$ cat src/rtl/adler_pkg.sv
// Shared constants, types and modular reduction helpers for the Adler-32 engine.
`timescale 1ns / 1ps

package adler_pkg;

    // Lane count default and the widths that the stream fields fix.
    localparam int BYTES_PER_ITEM_DEF = 8;
    localparam int MAX_LANES          = 8;
    localparam int DATA_W             = 64;
    localparam int COUNT_W            = 4;
    localparam int IN_TDATA_W         = 72;
    localparam int CHECKSUM_W         = 32;
    localparam int HALF_W             = 16;

    // Widths of the per-item byte sum and weighted byte sum at the largest lane count.
    localparam int BYTE_W   = 8;
    localparam int WPROD_W  = 12;
    localparam int SUM_W    = 11;
    localparam int WSUM_W   = 14;
    localparam int BACC_W   = 20;

    localparam logic [HALF_W:0]     ADLER_MOD   = 17'd65521;
    localparam logic [CHECKSUM_W-1:0] SEED_RESET = 32'd1;
    localparam logic [HALF_W-1:0]   SUM_A_RESET = 16'd1;
    localparam logic [HALF_W-1:0]   SUM_B_RESET = 16'd0;

    // Control fields that travel with an item through the pipeline.
    typedef struct packed {
        logic [COUNT_W-1:0] count;
        logic               start;
        logic               last;
    } item_ctrl_t;

    // One conditional subtract; valid for any input below twice the modulus.
    function automatic logic [HALF_W-1:0] reduce_a(input logic [HALF_W:0] x);
        logic [HALF_W:0] diff;
        diff = x - ADLER_MOD;
        reduce_a = (x >= ADLER_MOD) ? diff[HALF_W-1:0] : x[HALF_W-1:0];
    endfunction

    // 2^16 is 15 modulo 65521, so the top bits fold down as 15 * hi before a final subtract.
    function automatic logic [HALF_W-1:0] reduce_b(input logic [BACC_W-1:0] x);
        logic [3:0]      hi;
        logic [7:0]      hi_x15;
        logic [HALF_W:0] folded;
        hi     = x[BACC_W-1:HALF_W];
        hi_x15 = {hi, 4'b0000} - {4'b0000, hi};
        folded = {1'b0, x[HALF_W-1:0]} + {9'd0, hi_x15};
        reduce_b = reduce_a(folded);
    endfunction

endpackage

$ cat src/rtl/adler_lane.sv
// One byte lane: masks its byte by the valid count and weights it for sum B.
`timescale 1ns / 1ps

module adler_lane #(
    parameter int LANE_IDX = 0
) (
    input  logic [adler_pkg::BYTE_W-1:0]  data_byte,
    input  logic [adler_pkg::COUNT_W-1:0] count,
    output logic [adler_pkg::BYTE_W-1:0]  byte_term,
    output logic [adler_pkg::WPROD_W-1:0] weighted_term
);
    import adler_pkg::*;

    logic                lane_valid;
    logic [COUNT_W-1:0]  weight;

    // A byte at position j feeds sum B once for itself and each later valid byte.
    assign lane_valid    = count > COUNT_W'(LANE_IDX);
    assign weight        = count - COUNT_W'(LANE_IDX);
    assign byte_term     = lane_valid ? data_byte : '0;
    assign weighted_term = lane_valid ? (WPROD_W'(weight) * WPROD_W'(data_byte)) : '0;

endmodule

$ cat src/rtl/adler_merge.sv
// Merging stage: adds the lane terms and registers them with the item control fields.
`timescale 1ns / 1ps

module adler_merge #(
    parameter int BYTES_PER_ITEM = adler_pkg::BYTES_PER_ITEM_DEF
) (
    input  logic                                           clk,
    input  logic                                           rst_n,
    input  logic                                           load,
    input  logic                                           advance,
    input  adler_pkg::item_ctrl_t                          ctrl_in,
    input  logic [BYTES_PER_ITEM-1:0][adler_pkg::BYTE_W-1:0]  byte_terms,
    input  logic [BYTES_PER_ITEM-1:0][adler_pkg::WPROD_W-1:0] weighted_terms,
    output logic                                           valid,
    output adler_pkg::item_ctrl_t                          ctrl_out,
    output logic [adler_pkg::SUM_W-1:0]                    byte_sum,
    output logic [adler_pkg::WSUM_W-1:0]                   weighted_sum
);
    import adler_pkg::*;

    logic               valid_reg;
    logic               valid_next;
    item_ctrl_t         ctrl_reg;
    logic [SUM_W-1:0]   byte_sum_reg;
    logic [SUM_W-1:0]   byte_sum_next;
    logic [WSUM_W-1:0]  weighted_sum_reg;
    logic [WSUM_W-1:0]  weighted_sum_next;

    // Sum the independent lane terms.
    always_comb
    begin
        byte_sum_next     = '0;
        weighted_sum_next = '0;
        for (int j = 0; j < BYTES_PER_ITEM; j++)
        begin
            byte_sum_next     = byte_sum_next + SUM_W'(byte_terms[j]);
            weighted_sum_next = weighted_sum_next + WSUM_W'(weighted_terms[j]);
        end
    end

    // The stage fills on a new beat and empties when the accumulator takes it.
    always_comb
    begin
        if (load)
            valid_next = 1'b1;
        else if (advance)
            valid_next = 1'b0;
        else
            valid_next = valid_reg;
    end

    always_ff @(posedge clk or negedge rst_n)
    begin
        if (!rst_n)
            valid_reg <= 1'b0;
        else
            valid_reg <= valid_next;
    end

    // Payload registers need no reset.
    always_ff @(posedge clk)
    begin
        if (load)
        begin
            ctrl_reg         <= ctrl_in;
            byte_sum_reg     <= byte_sum_next;
            weighted_sum_reg <= weighted_sum_next;
        end
    end

    assign valid        = valid_reg;
    assign ctrl_out     = ctrl_reg;
    assign byte_sum     = byte_sum_reg;
    assign weighted_sum = weighted_sum_reg;

endmodule

$ cat src/rtl/adler_acc.sv
// Running sums A and B with a modular update on each accepted beat, and the result register.
`timescale 1ns / 1ps

module adler_sums (
    input  logic                                 clk,
    input  logic                                 rst_n,
    input  logic                                 fire,
    input  adler_pkg::item_ctrl_t                ctrl,
    input  logic [adler_pkg::SUM_W-1:0]          byte_sum,
    input  logic [adler_pkg::WSUM_W-1:0]         weighted_sum,
    input  logic [adler_pkg::CHECKSUM_W-1:0]     seed,
    output logic                                 ready,
    output logic                                 out_valid,
    input  logic                                 out_ready,
    output logic [adler_pkg::CHECKSUM_W-1:0]     checksum
);
    import adler_pkg::*;

    logic [HALF_W-1:0]     sum_a_reg;
    logic [HALF_W-1:0]     sum_a_next;
    logic [HALF_W-1:0]     sum_b_reg;
    logic [HALF_W-1:0]     sum_b_next;
    logic                  out_valid_reg;
    logic                  out_valid_next;
    logic [CHECKSUM_W-1:0] checksum_reg;
    logic [HALF_W-1:0]     a_base;
    logic [HALF_W-1:0]     b_base;
    logic [BACC_W-1:0]     a_times_n;
    logic [BACC_W-1:0]     b_total;

    // Start of a message reloads from the seed; otherwise continue the running sums.
    assign a_base = ctrl.start ? seed[HALF_W-1:0] : sum_a_reg;
    assign b_base = ctrl.start ? seed[CHECKSUM_W-1:HALF_W] : sum_b_reg;

    // A gains the byte sum; B gains n copies of the old A plus the weighted byte sum.
    assign a_times_n  = BACC_W'(a_base) * BACC_W'(ctrl.count);
    assign b_total    = BACC_W'(b_base) + a_times_n + BACC_W'(weighted_sum);
    assign sum_a_next = reduce_a({1'b0, a_base} + (HALF_W+1)'(byte_sum));
    assign sum_b_next = reduce_b(b_total);

    always_ff @(posedge clk or negedge rst_n)
    begin
        if (!rst_n)
        begin
            sum_a_reg <= SUM_A_RESET;
            sum_b_reg <= SUM_B_RESET;
        end
        else if (fire)
        begin
            sum_a_reg <= sum_a_next;
            sum_b_reg <= sum_b_next;
        end
    end

    // A last beat may only enter when the result register is free or draining.
    assign ready = !ctrl.last || !out_valid_reg || out_ready;

    always_comb
    begin
        if (fire && ctrl.last)
            out_valid_next = 1'b1;
        else if (out_ready)
            out_valid_next = 1'b0;
        else
            out_valid_next = out_valid_reg;
    end

    always_ff @(posedge clk or negedge rst_n)
    begin
        if (!rst_n)
            out_valid_reg <= 1'b0;
        else
            out_valid_reg <= out_valid_next;
    end

    always_ff @(posedge clk)
    begin
        if (fire && ctrl.last)
            checksum_reg <= {sum_b_next, sum_a_next};
    end

    assign out_valid = out_valid_reg;
    assign checksum  = checksum_reg;

endmodule

$ cat src/rtl/adler32_checksum.sv
// Top level of the streaming Adler-32 checksum engine.
`timescale 1ns / 1ps

// Adler-32 over a byte stream, up to BYTES_PER_ITEM bytes per input beat (first byte in the
// low bits). The engine takes one beat per clock cycle while it is not stalled: byte lanes and
// a merging adder register the beat's byte sum and weighted byte sum, and the accumulator then
// updates sums A and B modulo 65521 and registers a finished checksum on the output (two
// register stages from input to output). The sustained rate is one beat per cycle, set by the
// accumulator's feedback loop; it falls only while a finished checksum waits on the output and
// the next beat to reach the accumulator also ends a message. A beat with the start flag set
// begins from the seed register (bits 31:16 sum B, bits 15:0 sum A); a beat with tlast set
// produces one output beat carrying B in bits 31:16 and A in bits 15:0. Write the seed only
// while no message is in flight.
module adler32_checksum #(
    parameter int BYTES_PER_ITEM = adler_pkg::BYTES_PER_ITEM_DEF
) (
    input  logic                                 clk,
    input  logic                                 rst_n,
    input  logic                                 s_tvalid,
    output logic                                 s_tready,
    input  logic [adler_pkg::IN_TDATA_W-1:0]     s_tdata,  // data_bytes [63:0], byte_count [67:64]
    input  logic                                 s_tuser,  // start_flag
    input  logic                                 s_tlast,  // last_flag
    output logic                                 m_tvalid,
    input  logic                                 m_tready,
    output logic [adler_pkg::CHECKSUM_W-1:0]     m_tdata,  // checksum [31:0]
    output logic                                 m_tlast,  // result_last
    input  logic                                 cfg_valid,
    output logic                                 cfg_ready,
    input  logic [adler_pkg::CHECKSUM_W-1:0]     cfg_data
);
    import adler_pkg::*;

    logic [CHECKSUM_W-1:0]                    seed_reg;
    logic [COUNT_W-1:0]                       count_raw;
    logic [COUNT_W-1:0]                       count_sat;
    item_ctrl_t                               in_ctrl;
    logic [BYTES_PER_ITEM-1:0][BYTE_W-1:0]    byte_terms;
    logic [BYTES_PER_ITEM-1:0][WPROD_W-1:0]   weighted_terms;
    logic                                     s1_valid;
    item_ctrl_t                               s1_ctrl;
    logic [SUM_W-1:0]                         s1_byte_sum;
    logic [WSUM_W-1:0]                        s1_weighted_sum;
    logic                                     acc_ready;
    logic                                     acc_fire;
    logic                                     in_fire;

    // Seed register, always ready for a write.
    assign cfg_ready = 1'b1;

    always_ff @(posedge clk or negedge rst_n)
    begin
        if (!rst_n)
            seed_reg <= SEED_RESET;
        else if (cfg_valid && cfg_ready)
            seed_reg <= cfg_data;
    end

    // Counts above the lane count clamp to a full beat.
    assign count_raw = s_tdata[DATA_W +: COUNT_W];
    assign count_sat = (count_raw > COUNT_W'(BYTES_PER_ITEM)) ?
                       COUNT_W'(BYTES_PER_ITEM) : count_raw;

    assign in_ctrl.count = count_sat;
    assign in_ctrl.start = s_tuser;
    assign in_ctrl.last  = s_tlast;

    // One lane per byte position.
    for (genvar j = 0; j < BYTES_PER_ITEM; j++)
    begin : g_lane
        adler_lane #(
            .LANE_IDX (j)
        ) u_lane (
            .data_byte     (s_tdata[BYTE_W*j +: BYTE_W]),
            .count         (count_sat),
            .byte_term     (byte_terms[j]),
            .weighted_term (weighted_terms[j])
        );
    end

    // Handshake between the input, merging stage and accumulator.
    assign acc_fire = s1_valid && acc_ready;
    assign s_tready = !s1_valid || acc_ready;
    assign in_fire  = s_tvalid && s_tready;

    adler_merge #(
        .BYTES_PER_ITEM (BYTES_PER_ITEM)
    ) u_merge (
        .clk            (clk),
        .rst_n          (rst_n),
        .load           (in_fire),
        .advance        (acc_fire),
        .ctrl_in        (in_ctrl),
        .byte_terms     (byte_terms),
        .weighted_terms (weighted_terms),
        .valid          (s1_valid),
        .ctrl_out       (s1_ctrl),
        .byte_sum       (s1_byte_sum),
        .weighted_sum   (s1_weighted_sum)
    );

    adler_sums u_sums (
        .clk          (clk),
        .rst_n        (rst_n),
        .fire         (acc_fire),
        .ctrl         (s1_ctrl),
        .byte_sum     (s1_byte_sum),
        .weighted_sum (s1_weighted_sum),
        .seed         (seed_reg),
        .ready        (acc_ready),
        .out_valid    (m_tvalid),
        .out_ready    (m_tready),
        .checksum     (m_tdata)
    );

    // Every output beat is the single result of its message.
    assign m_tlast = 1'b1;

    // Both halves of a delivered checksum are fully reduced.
    assert property (@(posedge clk) disable iff (!rst_n)
        m_tvalid |-> ((m_tdata[15:0] < ADLER_MOD[HALF_W-1:0]) &&
                      (m_tdata[31:16] < ADLER_MOD[HALF_W-1:0])))
        else $error("checksum half not reduced modulo 65521");

    // A message end taken by the accumulator always shows up on the output.
    assert property (@(posedge clk) disable iff (!rst_n)
        (acc_fire && s1_ctrl.last) |=> m_tvalid)
        else $error("final beat did not produce a result");

    // A beat held in the merging stage is not dropped while the accumulator stalls.
    assert property (@(posedge clk) disable iff (!rst_n)
        (s1_valid && !acc_ready) |=> (s1_valid && $stable(s1_byte_sum)))
        else $error("stalled beat lost from merging stage");

endmodule

$ cat config.mk
export PLATFORM = sky130hd
export DESIGN_NAME = adler32_checksum
export DESIGN_NICKNAME = d
export VERILOG_FILES = /design/src/rtl/adler_pkg.sv /design/src/rtl/adler_lane.sv /design/src/rtl/adler_merge.sv /design/src/rtl/adler_acc.sv /design/src/rtl/adler32_checksum.sv
export SDC_FILE = /design/constraint.sdc
export NUM_CORES = 1
export LEC_CHECK = 0
export ABC_AREA = 1
export ABC_CLOCK_PERIOD_IN_PS = 7200
export BUFFER_PORTS_ARGS = -buffer_cell sky130_fd_sc_hd__buf_2
export CAP_MARGIN = 20
export CORE_UTILIZATION = 55
export CTS_CLUSTER_SIZE = 25
export DETAILED_ROUTE_END_ITERATION = 8
export GPL_TIMING_DRIVEN = 0
export PLACE_DENSITY_LB_ADDON = 0.15
export SLEW_MARGIN = 10
export SYNTH_ARGS = -nofsm -noshare
export SYNTH_HDL_FRONTEND = slang
export SYNTH_SLANG_ARGS = --single-unit
export TNS_END_PERCENT = 1
$ cat constraint.sdc
create_clock -name clk -period 7.2 [get_ports clk]
set_input_delay 1.44 -clock clk [delete_from_list [all_inputs] [get_ports clk]]
set_output_delay 1.44 -clock clk [all_outputs]
set_load 0.005 [all_outputs]
==> results of run 1 <==
[worst max-delay path by stage]
stage / from / to / slack, ns / cells past startpoint
5_1_grt: s_tdata[67] / u_merge.weighted_sum[13] / -2.32 / 45
3_5_place_dp: s_tdata[67] / u_merge.weighted_sum[13] / -3.23 / 36
6_report: s_tdata[67] / u_merge.weighted_sum[13] / -1.98 / 45
3_3_place_gp: s_tdata[64] / u_merge.weighted_sum[13] / -3.15 / 41
2_1_floorplan: s_tdata[67] / u_merge.weighted_sum[13] / -1.85 / 45
4_1_cts: s_tdata[67] / u_merge.weighted_sum[13] / -1.91 / 46
[layer usage]
metal / vias to the layer above / wire [microns] / track usage (%)
li1: 9156 / - / -
met1: 8955 / 25000 / 38.0
met2: 590 / 30500 / 56.1
met3: 173 / 2490 / 2.13
met4: 0 / 3750 / 18.3
met5: - / 0 / 0
[per-stage QoR]
step	hold WS [ns]	TNS, ns
4_1_cts	0.481	-26.46
5_1_grt	0.492	-48.69
6_report	0.479	-28.68
3_3_place_gp	0.463	-58.18
3_5_place_dp	0.466	-64.28
2_1_floorplan	0.444	-14.72
[layout make-up]
cell class	count	area (sq um)	area share, %
timing repair buffer	168	982	4.00
tap	518	648	2.64
multi-input combinational	2054	16000	65.0
clock inverter	12	159	0.646
clock buffer	20	447	1.82
sequential	129	3550	14.4
inverter	631	2400	9.75
buffer	58	437	1.78
[synth_stat cells, drive strengths merged, types with 17 or more instances]
cell type,count
nand4,34
edfxtp,63
clkbuf,46
or2,17
o21ai,135
nor2,295
nand3,98
a21oi,128
fa,254
ha,240
nand2,712
xor2,51
dfrtp,64
xnor2,22
inv,627
[cells by family (layout without fill, tap and decap cells)]
kind of cell,after synthesis,after routing
xor gates and xnor gates,73,73
other,1,2
adders and majority gates,494,494
buffers and inverters,690,889
and+or+nand+nor,1181,1181
muxes,3,3
DFF,129,129
AOI/OAI and AO/OA,301,301
[cell usage in the layout, fill, tap and decap left out, drive strengths merged]
cell type,instances
bufinv,3
nand2,712
nand3,98
inv,629
o21ai,135
a21o,10
nor3,9
ha,240
nand3b,9
dfstp,2
o21a,2
mux2,3
xor2,51
clkinvlp,2
dfrtp,64
conb,2
a31oi,3
edfxtp,63
nor2,295
fa,254
a21boi,7
xnor2,22
nand4,34
a21oi,128
o31ai,1
clkinv,9
o21bai,13
or2,17
a211oi,2
buf,181
and2,7
clkbuf,65
[what timing repair did]
action | CTS | global route
setup endpoints to repair | 53 | 52
pin swaps | 40 | 6
gates resized for setup | 74 | 27
setup buffers | 27 | 0
endpoints found under the hold margin | 0 | 0
[tightest hold or removal path, stage by stage, from the launching register on]
cell	delay, ns
dfrtp_1	0.34
nand2_1	0.06
nand2_1	0.05
==> flow_summary.yaml, run 1 <==
outcome:
  status: "finished, violations left"
  violations: "negative setup slack"
critical_path:
  slowest_stage: "fa_1"
  r2r_start: "u_merge.ctrl_out[1]"
  reg2reg_to: "u_sums.checksum[26]"
  critPathTopFamily: "adder cells"
  critPathKind: "primary input to register"
  rrSetupSlack_ns: -0.49
  required_ns: 7.37
  crit_fanout: 8
  start_kind: "primary input"
  crit_arrival_ns: 9.35
  slowest_delay_ns: 0.55
  critPathCaptureType: "register"
  path_common_cell: "nor2_1"
  worstRegToRegCells: 45
  worst-path-buf-inv: 11
logic_synthesis:
  avgSynthCellArea_sq_um: 7.56
  synth_top_area_share_pct: 23.4
  synth_area_leaders: "fa_1 23%, ha_1 14%, nand2_1 11%"
  yosys_warnings: 0
  ys_types: 52
  synth-compound-area-share_pct: 7.46
  synth.yosys.seq_area_share_pct: 16.3
  synthFlopType: "dfrtp_1"
  synth_mux_area_share_pct: 0.156
  yosys.area.top_type: "fa_1"
  synth_adder_area_share_pct: 37.3
  netlist_area_sq_mm: 0.0217
  ys_async_sr_fraction_pct: 51.2
  synth-edff-count: 63
  synth_cells: 2872
  yosys.area_share.simple_pct: 23.4
  ys_ff_latch: 129
  synth_top_family_by_area: "adder cells"
  synthXorXnorAreaFrac_pct: 3.12
clocking:
  cts_tree: "yes"
  htreeDepth: 4
  cts.sinks: 129
  clk_pin_slew_worst_paths_ns: 0.06
  clk_latency_ns: 0.43
  cts_buffers: 17
  cts-root-buf: "clkbuf_16"
  cts_hold_buf: 0
  cts_buffer_depth: 2
floorplan:
  dieArea_sq_mm: 0.0403
  die_y_microns: 201
  start_util_pct: 55.9
  rows: 72
  boundaryPins: 147
  dieWidth_microns: 201
  core_area_sq_mm: 0.0388
sta:
  post-route-worst-setup-slack_ns: -1.98
  slew_headroom_pct: 32.2
  worst_slew_pin_slew_ns: 1.02
  hold_viol: 0
  layout_min_cycle_time_ns: 9.18
  finalSetupViolCount: 48
  timing.final.max_slew_violations: 0
  fmax_mhz: 109
  finClkSkew_ns: 0.00731
  rsz0062_at_grt: "yes"
  fin_crit_sh_pct: 128
routing:
  drtPass1Iterations: 7
  drcViolationCount: 0
  vias_per_cell: 5.26
  routed_wl_mm: 61.8
  wl_per_cell_microns: 17.2
  antenna_left: 0
  drt_iter0_drc: 1087
  via_count: 18900
place:
  port_buffers: 138
  dp.cells: 3532
  place_ws_ns: -3.23
  dp_hpwl_mm: 52.1
  placed_area_sq_mm: 0.0234
  place.gp.congestion: 0.949
run:
  drv_cap: 0
global_route:
  antenna_found_initial: 0
  grt.total_usage_pct: 31.6
  grt_first_pass_wirelength_mm: 99.0
  grt_pass1_vias: 19400
  overflow: 0
  grt_max_degree: 51
worst_hold_path:
  whs_endpoint: "u_sums.sum_a_reg[8]"
  min_from: "u_sums.sum_a_reg[8]"
  holdCritPathClass: "register to register"
  min_path_cells: 2
finish:
  diodes: 0
  instances_no_fill: 3590
  post-route-util_pct: 63.3
  areaGrowthSynthToFinish_pct: 13.2
  nets: 3664
  fill_cells: 3552
  layout-drive-gt1-share_pct: 14.5
  fin_area_sq_mm: 0.0246
Power of run 1 is not shown: default switching activity piles up to over one toggle a cycle in this logic, so the estimate is an artifact.
==> run 2, diff against run 1 <==
==> constraint.sdc (replaced) <==
create_clock -name clk -period 7.2 [get_ports clk]
set_input_delay 0.36 -clock clk [delete_from_list [all_inputs] [get_ports clk]]
set_output_delay 0.36 -clock clk [all_outputs]
set_load 0.005 [all_outputs]
==> run 2 against run 1 <==
  * Non-clock buffer count rose by 1
  * Critical endpoint unchanged
  * Maximum frequency grew 13%
  * Flip-flop and latch count unchanged
  * Utilization barely moved
  * The flow still finishes with violations (negative setup slack)
  * Wire length up 0.11%
==> flow_summary.yaml, run 2 (same netlist as run 1, synthesis figures left out) <==
outcome:
  status: "finished, violations left"
  violations: "negative setup slack"
critical_path:
  critPathCaptureType: "register"
  critPathKind: "primary input to register"
  slowest_delay_ns: 0.55
  crit_fanout: 8
  crit_arrival_ns: 8.26
  slowest_stage: "fa_1"
  rrSetupSlack_ns: -0.48
  required_ns: 7.37
  path_common_cell: "nor2_1"
  start_kind: "primary input"
routing:
  routed_wl_mm: 61.9
  vias_per_cell: 5.26
  antenna_left: 0
  wl_per_cell_microns: 17.2
  drt_iter0_drc: 1093
  drtPass1Iterations: 6
  drcViolationCount: 0
  via_count: 18900
finish:
  layout-drive-gt1-share_pct: 14.4
  layout_common_cells: "645 x nand2_1, 605 x inv_1, 269 x nor2_1"
  areaGrowthSynthToFinish_pct: 13.3
  fill_cells: 3546
  multiInputGateArea_sq_mm: 0.0160
  seq_area_sq_mm: 0.00355
  diodes: 0
  nets: 3665
  layout_commonest_cell: "nand2_1"
sta:
  timing.final.max_slew_violations: 0
  fmax_mhz: 124
  rsz0062_at_grt: "yes"
  fin_crit_sh_pct: 112
  layout_min_cycle_time_ns: 8.09
  finalSetupViolCount: 39
  worst_slew_pin_slew_ns: 1.00
  hold_viol: 0
  slew_headroom_pct: 33.2
  post-route-worst-setup-slack_ns: -0.893
  tns_ns: -15.19
  finClkSkew_ns: 0.00833
clocking:
  cts.sinks: 129
  clk_pin_slew_worst_paths_ns: 0.06
  cts_buffer_depth: 2
  htreeDepth: 4
  cts-root-buf: "clkbuf_16"
  clk_latency_ns: 0.43
  cts_tree: "yes"
  cts_buffers: 17
place:
  place_ws_ns: -2.15
  dp_hpwl_mm: 52.1
  place.gp.congestion: 0.949
  port_buffers: 138
floorplan:
  core_area_sq_mm: 0.0388
  die_y_microns: 201
  dieWidth_microns: 201
  start_util_pct: 55.9
  rows: 72
  boundaryPins: 147
  dieArea_sq_mm: 0.0403
global_route:
  grt_first_pass_wirelength_mm: 99.0
  grt_pass1_vias: 19300
  grt_max_degree: 51
  antenna_found_initial: 0
  grt.total_usage_pct: 31.6
  overflow: 0
run:
  drv_cap: 0
worst_hold_path:
  holdCritPathClass: "primary input to register"
[run 2: changes by cell type in the layout (fill, tap and decap cells not counted), sizes merged]
cell         before  now
dlygate4sd3       0    1
[run 2: worst max-delay path: cells and delay by family]
family                     cells  cell delay, ns
AOI/OAI and AO/OA              5            0.66
xor gates and xnor gates       2            0.19
adders and majority gates     10            4.15
buffers and inverters         11            1.05
and+or+nand+nor               17            1.80
[run 2: layout make-up]
| type | count | area share [%] |
|---|---|---|
| tap | 518 | 2.64 |
| buffer | 58 | 1.77 |
| clock buffer | 20 | 1.82 |
| sequential | 129 | 14.4 |
| timing repair buffer | 169 | 4.04 |
| inverter | 631 | 9.75 |
| multi-input combinational | 2054 | 64.9 |
| clock inverter | 12 | 0.646 |
[run 2: repair_timing]
item                                   CTS  global route
hold buffers                             1             0
endpoints found under the hold margin   16             0
setup endpoints to repair               46            43
resized for setup                       70            28
pin swaps                               40             6
buffers inserted                        27             0
[run 2: path summary, 6_finish.rpt]
path                                      from                        to  depth (start not counted)
max in group asynchronous                rst_n       u_sums.sum_a_reg[0]                          3
setup / recovery                   s_tdata[67]  u_merge.weighted_sum[13]                         45
setup reg to reg           u_merge.ctrl_out[1]       u_sums.checksum[26]                         45
hold reg to reg            u_sums.sum_a_reg[8]       u_sums.sum_a_reg[8]                          2
min in group asynchronous                rst_n       u_sums.sum_b_reg[2]                          2
hold / removal                         s_tuser       u_merge.ctrl_out[1]                          1
[run 2: routing by layer]
metal,GRT usage (%),up-vias,wire length (microns)
li1,-,9160,-
met1,38.1,8984,25200
met2,56.3,590,30700
met3,2.11,164,2340
met4,17.4,0,3610
met5,0,-,0
[run 2: metrics by stage]
stage	util (%)	std cells	hold slack, ns	instance area, sq um
finish	63.3	3591	0.114	24600
global route	63.3	3591	0.100	24600
CTS	63.1	3591	0.103	24500
detailed placement	60.3	3532	0.249	23400
global placement	60.1	3529	0.463	23300
floorplan	-	2873	0.0644	22000
Power of run 2 is left out for the same reason.
